<file path="src/rtl/core/bilateral_normal_filter_top_macros.svh">
// Assertion helpers for the concurrent checks in the top-level file.
`ifndef BILATERAL_NORMAL_FILTER_TOP_MACROS_SVH
`define BILATERAL_NORMAL_FILTER_TOP_MACROS_SVH

// The consequent must hold in the same cycle as the antecedent.
`define BNF_ASSERT_SAME(label, ante, cons, msg) \
	label: assert property (@(posedge clk) disable iff (!arst_n) (ante) |-> (cons)) \
		else $error(msg);

// The consequent must hold in the cycle after the antecedent.
`define BNF_ASSERT_NEXT(label, ante, cons, msg) \
	label: assert property (@(posedge clk) disable iff (!arst_n) (ante) |=> (cons)) \
		else $error(msg);

`endif

</file>
<file path="src/rtl/core/bnf_pkg.sv">
`timescale 1ns / 1ps
package bnf_pkg;

	// Stream payload widths.
	localparam int IN_DATA_W  = 176;
	localparam int OUT_DATA_W = 48;

	// Internal arithmetic widths.
	localparam int CD2_W  = 50;
	localparam int ND2_W  = 34;
	localparam int MUL_W  = 33;
	localparam int PROD_W = 66;
	localparam int ARG_W  = 68;

	// The exponent table covers arguments below 2^EXP_RANGE_LOG2 (Q32.32).
	localparam int EXP_RANGE_LOG2 = 4;
	localparam int ARG_LOG2       = EXP_RANGE_LOG2 + 32;
	localparam logic [63:0] EXP_NEG_ONE_Q32 = 64'd1580030169;
	localparam logic [63:0] NORM_MAX = 64'd16384;

	// Divider iterations and the last axis of a vector.
	localparam int DIV_STEPS = 64;
	localparam int BIT_W     = $clog2(DIV_STEPS);
	localparam logic [BIT_W-1:0] LAST_BIT = BIT_W'(DIV_STEPS - 1);
	localparam logic [1:0] LAST_AXIS = 2'd2;

	typedef enum logic [4:0] {
		ST_IDLE, ST_CMUL, ST_CACC, ST_NMUL, ST_NACC,
		ST_GLO, ST_GHI, ST_GSUM, ST_GLOOK,
		ST_W1, ST_W2, ST_W3, ST_AMUL, ST_AACC,
		ST_DLOAD, ST_DSTEP, ST_DSTORE, ST_FIN
	} state_t;

	typedef enum logic [2:0] {
		MUL_NONE, MUL_CD, MUL_ND, MUL_GLO, MUL_GHI, MUL_W1, MUL_W2, MUL_AN
	} mul_sel_t;

	typedef enum logic [3:0] {
		OP_NONE, OP_ACC_CD, OP_ACC_ND, OP_ARG_LO, OP_ARG_SUM, OP_GAUSS,
		OP_WEIGHT, OP_ACC_AN, OP_DIV_LOAD, OP_DIV_STEP, OP_DIV_STORE, OP_FIN
	} dp_op_t;

	typedef struct packed {
		logic     ld;
		mul_sel_t mul;
		dp_op_t   op;
		logic [1:0] axis;
		logic     gsel;
	} dp_cmd_t;

	typedef struct packed {
		logic cmd;
		logic last;
		logic wt_zero;
	} dp_stat_t;

	// Division by a small literal step number of the series.
	function automatic logic [63:0] div_by_step(input logic [63:0] x, input int k);
		logic [63:0] r;
		unique case (k)
			1:  r = x;
			2:  r = x / 2;
			3:  r = x / 3;
			4:  r = x / 4;
			5:  r = x / 5;
			6:  r = x / 6;
			7:  r = x / 7;
			8:  r = x / 8;
			9:  r = x / 9;
			10: r = x / 10;
			11: r = x / 11;
			12: r = x / 12;
			13: r = x / 13;
			14: r = x / 14;
			15: r = x / 15;
			16: r = x / 16;
			17: r = x / 17;
			18: r = x / 18;
			19: r = x / 19;
			20: r = x / 20;
			default: r = x;
		endcase
		return r;
	endfunction

	// Table entry exp(-idx * range / depth) in Q1.frac, built at elaboration.
	function automatic logic [63:0] exp_entry(input int unsigned idx,
		input int unsigned lg_depth, input int unsigned frac);
		logic [63:0] num;
		logic [63:0] n;
		logic [63:0] f;
		logic [63:0] term;
		logic [63:0] sum;
		num = 64'(idx) << EXP_RANGE_LOG2;
		n = num >> lg_depth;
		f = ((num & ((64'd1 << lg_depth) - 64'd1)) << 32) >> lg_depth;
		term = 64'd1 << 32;
		sum = term;
		for (int k = 1; k <= 20; k++) begin
			term = div_by_step((term * f) >> 32, k);
			if (k[0]) begin
				sum = sum - term;
			end else begin
				sum = sum + term;
			end
		end
		for (int j = 0; j < 16; j++) begin
			if (64'(j) < n) begin
				sum = (sum * EXP_NEG_ONE_Q32 + (64'd1 << 31)) >> 32;
			end
		end
		return (sum + (64'd1 << (31 - frac))) >> (32 - frac);
	endfunction

endpackage

</file>
<file path="src/rtl/core/bnf_ctrl.sv">
`timescale 1ns / 1ps
module bnf_ctrl (
	input  logic              clk,
	input  logic              arst_n,
	input  logic              s_tvalid,
	output logic              s_tready,
	output logic              m_tvalid,
	input  logic              m_tready,
	input  bnf_pkg::dp_stat_t stat,
	output bnf_pkg::dp_cmd_t  cmd
);
	import bnf_pkg::*;

	state_t state_q, state_d;
	logic [1:0] axis_q, axis_d;
	logic gsel_q, gsel_d;
	logic [BIT_W-1:0] bit_q, bit_d;
	logic out_valid_q;
	logic fin_go;

	// A finished result may be written once the output register is free or leaving.
	assign fin_go = !out_valid_q || m_tready;
	assign m_tvalid = out_valid_q;

	// Sequencer registers.
	always_ff @(posedge clk or negedge arst_n) begin
		if (!arst_n) begin
			state_q <= ST_IDLE;
			axis_q <= '0;
			gsel_q <= 1'b0;
			bit_q <= '0;
			out_valid_q <= 1'b0;
		end else begin
			state_q <= state_d;
			axis_q <= axis_d;
			gsel_q <= gsel_d;
			bit_q <= bit_d;
			if (cmd.op == OP_FIN) begin
				out_valid_q <= 1'b1;
			end else if (m_tready) begin
				out_valid_q <= 1'b0;
			end
		end
	end

	// Next state.
	always_comb begin
		state_d = state_q;
		axis_d = axis_q;
		gsel_d = gsel_q;
		bit_d = bit_q;
		unique case (state_q)
			ST_IDLE: begin
				if (s_tvalid && stat.cmd) begin
					state_d = ST_CMUL;
					axis_d = '0;
				end
			end
			ST_CMUL: state_d = ST_CACC;
			ST_CACC: begin
				if (axis_q == LAST_AXIS) begin
					state_d = ST_NMUL;
					axis_d = '0;
				end else begin
					state_d = ST_CMUL;
					axis_d = axis_q + 2'd1;
				end
			end
			ST_NMUL: state_d = ST_NACC;
			ST_NACC: begin
				if (axis_q == LAST_AXIS) begin
					state_d = ST_GLO;
					gsel_d = 1'b0;
				end else begin
					state_d = ST_NMUL;
					axis_d = axis_q + 2'd1;
				end
			end
			ST_GLO:  state_d = ST_GHI;
			ST_GHI:  state_d = ST_GSUM;
			ST_GSUM: state_d = ST_GLOOK;
			ST_GLOOK: begin
				if (gsel_q) begin
					state_d = ST_W1;
				end else begin
					state_d = ST_GLO;
					gsel_d = 1'b1;
				end
			end
			ST_W1: state_d = ST_W2;
			ST_W2: state_d = ST_W3;
			ST_W3: begin
				state_d = ST_AMUL;
				axis_d = '0;
			end
			ST_AMUL: state_d = ST_AACC;
			ST_AACC: begin
				priority if (axis_q != LAST_AXIS) begin
					state_d = ST_AMUL;
					axis_d = axis_q + 2'd1;
				end else if (!stat.last) begin
					state_d = ST_IDLE;
				end else if (stat.wt_zero) begin
					state_d = ST_FIN;
				end else begin
					state_d = ST_DLOAD;
					axis_d = '0;
				end
			end
			ST_DLOAD: begin
				state_d = ST_DSTEP;
				bit_d = '0;
			end
			ST_DSTEP: begin
				if (bit_q == LAST_BIT) begin
					state_d = ST_DSTORE;
				end else begin
					bit_d = bit_q + BIT_W'(1);
				end
			end
			ST_DSTORE: begin
				if (axis_q == LAST_AXIS) begin
					state_d = ST_FIN;
				end else begin
					state_d = ST_DLOAD;
					axis_d = axis_q + 2'd1;
				end
			end
			ST_FIN: begin
				if (fin_go) begin
					state_d = ST_IDLE;
				end
			end
			default: state_d = ST_IDLE;
		endcase
	end

	// Datapath commands.
	always_comb begin
		s_tready = 1'b0;
		cmd.ld = 1'b0;
		cmd.mul = MUL_NONE;
		cmd.op = OP_NONE;
		cmd.axis = axis_q;
		cmd.gsel = gsel_q;
		unique case (state_q)
			ST_IDLE: begin
				s_tready = 1'b1;
				cmd.ld = s_tvalid;
			end
			ST_CMUL:   cmd.mul = MUL_CD;
			ST_CACC:   cmd.op = OP_ACC_CD;
			ST_NMUL:   cmd.mul = MUL_ND;
			ST_NACC:   cmd.op = OP_ACC_ND;
			ST_GLO:    cmd.mul = MUL_GLO;
			ST_GHI: begin
				cmd.mul = MUL_GHI;
				cmd.op = OP_ARG_LO;
			end
			ST_GSUM:   cmd.op = OP_ARG_SUM;
			ST_GLOOK:  cmd.op = OP_GAUSS;
			ST_W1:     cmd.mul = MUL_W1;
			ST_W2:     cmd.mul = MUL_W2;
			ST_W3:     cmd.op = OP_WEIGHT;
			ST_AMUL:   cmd.mul = MUL_AN;
			ST_AACC:   cmd.op = OP_ACC_AN;
			ST_DLOAD:  cmd.op = OP_DIV_LOAD;
			ST_DSTEP:  cmd.op = OP_DIV_STEP;
			ST_DSTORE: cmd.op = OP_DIV_STORE;
			ST_FIN:    cmd.op = fin_go ? OP_FIN : OP_NONE;
			default:   cmd.op = OP_NONE;
		endcase
	end

endmodule

</file>
<file path="config.mk">
export PLATFORM = sky130hd
export DESIGN_NAME = bnf_ctrl
export DESIGN_NICKNAME = d
export VERILOG_FILES = /design/src/rtl/core/bilateral_normal_filter_top_macros.svh /design/src/rtl/core/bnf_pkg.sv /design/src/rtl/core/bnf_ctrl.sv
export SDC_FILE = /design/constraint.sdc
export NUM_CORES = 1
export LEC_CHECK = 0
export ABC_AREA = 1
export BUFFER_PORTS_ARGS = -buffer_cell sky130_fd_sc_hd__buf_4
export CORE_UTILIZATION = 50
export CTS_BUF_LIST = sky130_fd_sc_hd__clkbuf_4 sky130_fd_sc_hd__clkbuf_8 sky130_fd_sc_hd__clkbuf_16
export CTS_CLUSTER_DIAMETER = 150
export DETAILED_ROUTE_END_ITERATION = 8
export MAX_ROUTING_LAYER = met4
export PLACE_DENSITY = 0.72
export SYNTH_ARGS = -nofsm -noshare
export SYNTH_HDL_FRONTEND = slang
export SYNTH_SLANG_ARGS = --single-unit
</file>
<file path="constraint.sdc">
create_clock -name clk -period 1.31 [get_ports clk]
set_input_delay 0.262 -clock clk [delete_from_list [all_inputs] [get_ports clk]]
set_output_delay 0.262 -clock clk [all_outputs]
set_load 0.005 [all_outputs]
</file>
; After elaboration in Yosys (flattened, before gate mapping)
; Cells that the tools add are included.
[totals]
romBits = 0
latchBits = 0
n_memories = 0
inputBits = 7
mem_bits_rw = 0
register_bits = 15
word_cells = 78
[op_classes]
n_reduce_logical = 13
n_div = 0
n_mux = 29
n_eq_ne = 29
bitwise = 0
magnitude_cmp = 0
n_shift = 0
n_addsub = 2
n_mul = 0
[ops]
columns = cell, n
row1 = $pmux 5 s18, 1
row2 = $pmux 4 s11, 1
row3 = $eq 5x4->1 const B, 8
row4 = $mux 5, 7
row5 = $pmux 3 s7, 1
row6 = $eq 5x3->1 const B, 4
row7 = $mux 2, 7
row8 = $ne 2x2->1 const B, 7
row9 = $pmux 6 s2, 1
row10 = $eq 5x2->1 const B, 2
row11 = $eq 5x5->1 const B, 2
row12 = $pmux 2 s5, 1
row13 = $mux 4, 2
row14 = $add 6x1->6 const B, 1
row15 = $eq 6x6->1 const B, 1
row16 = $mux 6, 1
row17 = $ne 3x3->1 const B, 2
row18 = $reduce_bool 2->1, 3
row19 = $eq 5x1->1 const B, 1
row20 = $logic_not 5->1, 1
row21 = $mux 1, 5
row22 = $reduce_and 5->1, 1
row23 = $reduce_bool 5->1, 1
row24 = $eq 4x4->1 const B, 1
row25 = other kinds (10), 11

; Logic depth before layout (Yosys ltp)
[logic_depth]
ltp_word = 6
mapped_depth = 10
ltp_nobuf = 10

; Worst setup path before layout
; Ideal clock, no wire load.
[synth_timing]
path_type = register -> register
from = reg axis_q[0]
to = reg state_q[2]
required_ns = 1.180
t_arrival_ns = 1.234
setup_time_ns = 0.130
n_path_buf = 0
slack_ns = -0.054
stages_incl_launch_ff = 8
path_cell_list = dfrtp_1 -> inv_1 -> ha_1 -> inv_1 -> a21oi_1 -> nor2_1 -> nor3_1 -> nand3_1
[synth_via]
elab_chain_cells = 3
word_cells_on_any_way = 6
[synth_rtl]
columns = element, line
row1 = start: declaration, bnf_ctrl.sv:15  ; logic [1:0] axis_q, axis_d;
row2 = start signal: assignment, bnf_ctrl.sv:35  ; axis_q <= axis_d;
row3 = $eq 2x2->1 / $ne 2x2->1 (equally long branches), "bnf_ctrl.sv:71, bnf_ctrl.sv:122, bnf_ctrl.sv:98"
row4 = $mux 5 (tied with other cells), bnf_ctrl.sv:122  ; if (axis_q == LAST_AXIS) begin
row5 = $pmux 5 s18 *, bnf_ctrl.sv:52  ; unique case (state_q)
row6 = end signal: assignment, bnf_ctrl.sv:34  ; state_q <= state_d;
row7 = end: declaration, bnf_ctrl.sv:14  ; state_t state_q, state_d;
; Every way passes the cells marked *; elsewhere a longest branch is shown, timed or not.
; A chain may end at the register's enable or synchronous reset.

==> flow_metrics.py <==
metrics = {
    "flow_run": {
        "maxCapViolCount": 0,
    },
    "placed_design": {
        "dp.cells": 286,
        "place_area_sq_um": 1770,
        "port_buffers": 19,
        "pre_cts_ws_ns": -0.238,
        "dp_hpwl_um": 3280,
        "gp_congestion": 1.02,
    },
    "logic_synthesis": {
        "synthFlopType": "dfrtp_1",
        "ys_async_sr_fraction_pct": 100,
        "ys_warn_count": 0,
        "ys_ff_latch": 15,
        "synthCells": 195,
        "syn_area_sq_um": 1250,
        "syn_avg_cell_area_sq_um": 6.42,
        "synth-seq-area-share_pct": 30.0,
        "synth_fp_nets": 206,
        "ys_types": 24,
        "synth_edf_count": 0,
    },
    "clock_network": {
        "path_clk_slew_ns": 0.11,
        "clock_sinks": 15,
        "htreeDepth": 1,
        "cts_buffers": 3,
        "cts_root_buffer": "clkbuf_4",
        "cts_tree": "built",
        "clock_latency_ns": 0.30,
        "ctsLongestPathBuffers": 2,
    },
    "worst_setup_path": {
        "timing.rr.start": "state_q[3]$_DFFE_PN0P_",
        "cp-endpoint": "cmd[4]",
        "cp_slowest_cell": "dfrtp_2",
        "r2r_cells": 11,
        "cp_max_fo": 4,
        "start_kind": "register",
        "worst_ep_required_time_ns": 1.05,
        "worstSetupPathType": "register to output pin",
        "r2r_end": "axis_q[1]$_DFFE_PN0P_",
        "arrival_ns": 1.67,
        "crit_chain": "inv_2 > nand2_1 > inv_2 > nand2_1 > inv_1 > nor2_2 > nand3_1 > buf_4",
        "crit_start": "state_q[2]$_DFFE_PN0P_",
        "cp_slowest_stage_delay_ns": 0.48,
        "ff2ff_setup_slack_ns": -0.50,
        "endpoint_kind": "output pin",
    },
    "timing": {
        "max_freq_mhz": 518,
        "setup_slack_ns": -0.622,
        "skew_ns": 0.00528,
        "fin_crit_ns": 1.93,
        "slew_headroom_pct": 75.5,
        "min_period_over_period_pct": 148,
        "hold_viol_final": 0,
        "max_slew.worst_pin.slew_ns": 0.366,
        "rsz0062_at_grt": "yes",
        "whs_ns": 0.244,
        "drv_slew": 0,
        "final.setup.tns_ns": -9.79,
        "setup-violations-final": 24,
    },
    "power_and_ir_drop": {
        "pwr-share-seq_pct": 18.1,
        "swShare_pct": 50.3,
        "power.density_nw_per_um2": 2030,
        "peakVddDrop_v": 0.00162,
        "p_int_uw": 2160,
        "p_leak_uw": 0.00118,
        "clkPwrFrac_pct": 6.9,
        "switchingPower_uw": 2180,
        "combPwrFrac_pct": 75.0,
    },
    "routing": {
        "drtIter0Drc": 193,
        "routed_wl_um": 6850,
        "vias": 1991,
        "routedWlPerCell_um": 22.5,
        "drt_pass1_iterations": 5,
        "ant_nets": 0,
        "via_per_inst": 6.55,
        "drc": 0,
    },
    "floorplanning": {
        "rows": 17,
        "die_y_um": 52.1,
        "start_util_pct": 55.0,
        "die_w_um": 52.1,
        "coreArea_sq_um": 2280,
        "io_pins": 20,
        "die_area_sq_um": 2710,
    },
    "cells_and_area": {
        "area_delta_synth_final_pct": 70.5,
        "final_common_cell": "buf_4",
        "design_area_sq_um": 2140,
        "final_cells": 304,
        "drive_above_1_share_pct": 54.3,
        "fin_nets": 288,
        "final_cell_mix": "68 x buf_4, 48 x nand2_1, 18 x nand3_1",
        "n_antenna_cell": 0,
    },
    "global_route": {
        "grt_pass1_vias": 1716,
        "grt_pass1_wl_um": 8110,
        "grt.overflow.total": 0,
        "grtUsageTotal_pct": 44.0,
        "grt_max_degree": 16,
        "antenna_found_initial": 0,
    },
    "outcome": {
        "status": "complete, but fails checks",
        "violations": "setup timing",
    },
    "hold_path": {
        "hold_path.class": "primary input to register",
    },
}
==> Yosys cell counts (all sizes together) (2+ instances only) <==
cell type  instances  area share, %
a21oi              3            1.2
buf                2            1.5
dfrtp             15             30
ha                 4            4.0
inv               26            8.4
nand2             65             22
nand3             27             11
nand3b             2            1.2
nand4              8            4.0
nor2              31             11
nor3               2           0.80
o21ai              8            3.2
==> layout make-up <==
| cell class | instances | area (sq um) |
|---|---|---|
| multi-input combinational | 152 | 942 |
| inverter | 26 | 105 |
| clock inverter | 1 | 7.51 |
| tap | 28 | 35.0 |
| sequential | 15 | 382 |
| clock buffer | 3 | 22.5 |
| fill | 83 | 140 |
| timing repair buffer | 79 | 642 |
==> worst min path at each step <==
stage / end / startpoint / slack, ns / cells past startpoint
2_1_floorplan: axis_q[0]$_DFFE_PN0P_ / arst_n / -0.03 / 0
3_3_place_gp: gsel_q$_DFFE_PN0P_ / arst_n / 0.12 / 1
3_5_place_dp: gsel_q$_DFFE_PN0P_ / arst_n / 0.12 / 1
4_1_cts: m_tvalid$_DFFE_PN0P_ / m_tready / 0.15 / 2
5_1_grt: m_tvalid$_DFFE_PN0P_ / m_tready / 0.22 / 2
6_report: m_tvalid$_DFFE_PN0P_ / m_tready / 0.24 / 2
==> kinds of logic after synthesis <==
kind of cell | count (synthesis) | share of synthesized area [%]
fa+ha+maj | 4 | 4.00
buf+inv | 28 | 9.89
compound gates | 12 | 5.00
simple gates | 136 | 51.1
flops | 15 | 30.0
==> state kept, by name, indices dropped and copies added, names as in the netlist <==
register,cells
bit_q,6
gsel_q,1
m_tvalid,1
state_q,5
axis_q,2
==> layer usage <==
layer | track usage [%] | wire (um) | up-vias
met5 | - | 0 | -
met4 | 30.2 | 756 | 0
met3 | 13.2 | 943 | 105
met1 | 47.0 | 2200 | 853
met2 | 69.7 | 2950 | 241
li1 | - | - | 792
==> through the flow <==
step	total power [uW]	util, %
2_1_floorplan	1800	-
3_3_place_gp	2770	78.0
3_5_place_dp	2820	78.0
4_1_cts	3500	87.2
5_1_grt	4480	93.8
6_report	4340	93.8
==> power groups by stage <==
stage	logic, uW	clock network (uW)	registers [uW]
after floorplan	1070	0	725
after global placement	2050	0	714
after detailed placement	2100	0	722
after CTS	2480	279	735
after global routing	3390	314	780
final	3260	300	784
==> critical path: cells and delay by family (launching register included) <==
| family | cells | cell delay (ns) |
|---|---|---|
| simple gates | 4 | 0.49 |
| buf+inv | 4 | 0.39 |
| flops | 1 | 0.48 |
==> repair_timing <==
item | 4_1_cts | 5_1_grt
setup buffers | 10 | 5
pin swaps | 14 | 12
endpoints found under the hold margin | 15 | 0
gates resized for setup | 29 | 35
hold buffers | 1 | 0
cloned | 0 | 0
endpoints found under the setup margin | 23 | 23
No activity file was read; power rests on OpenSTA's default activity.
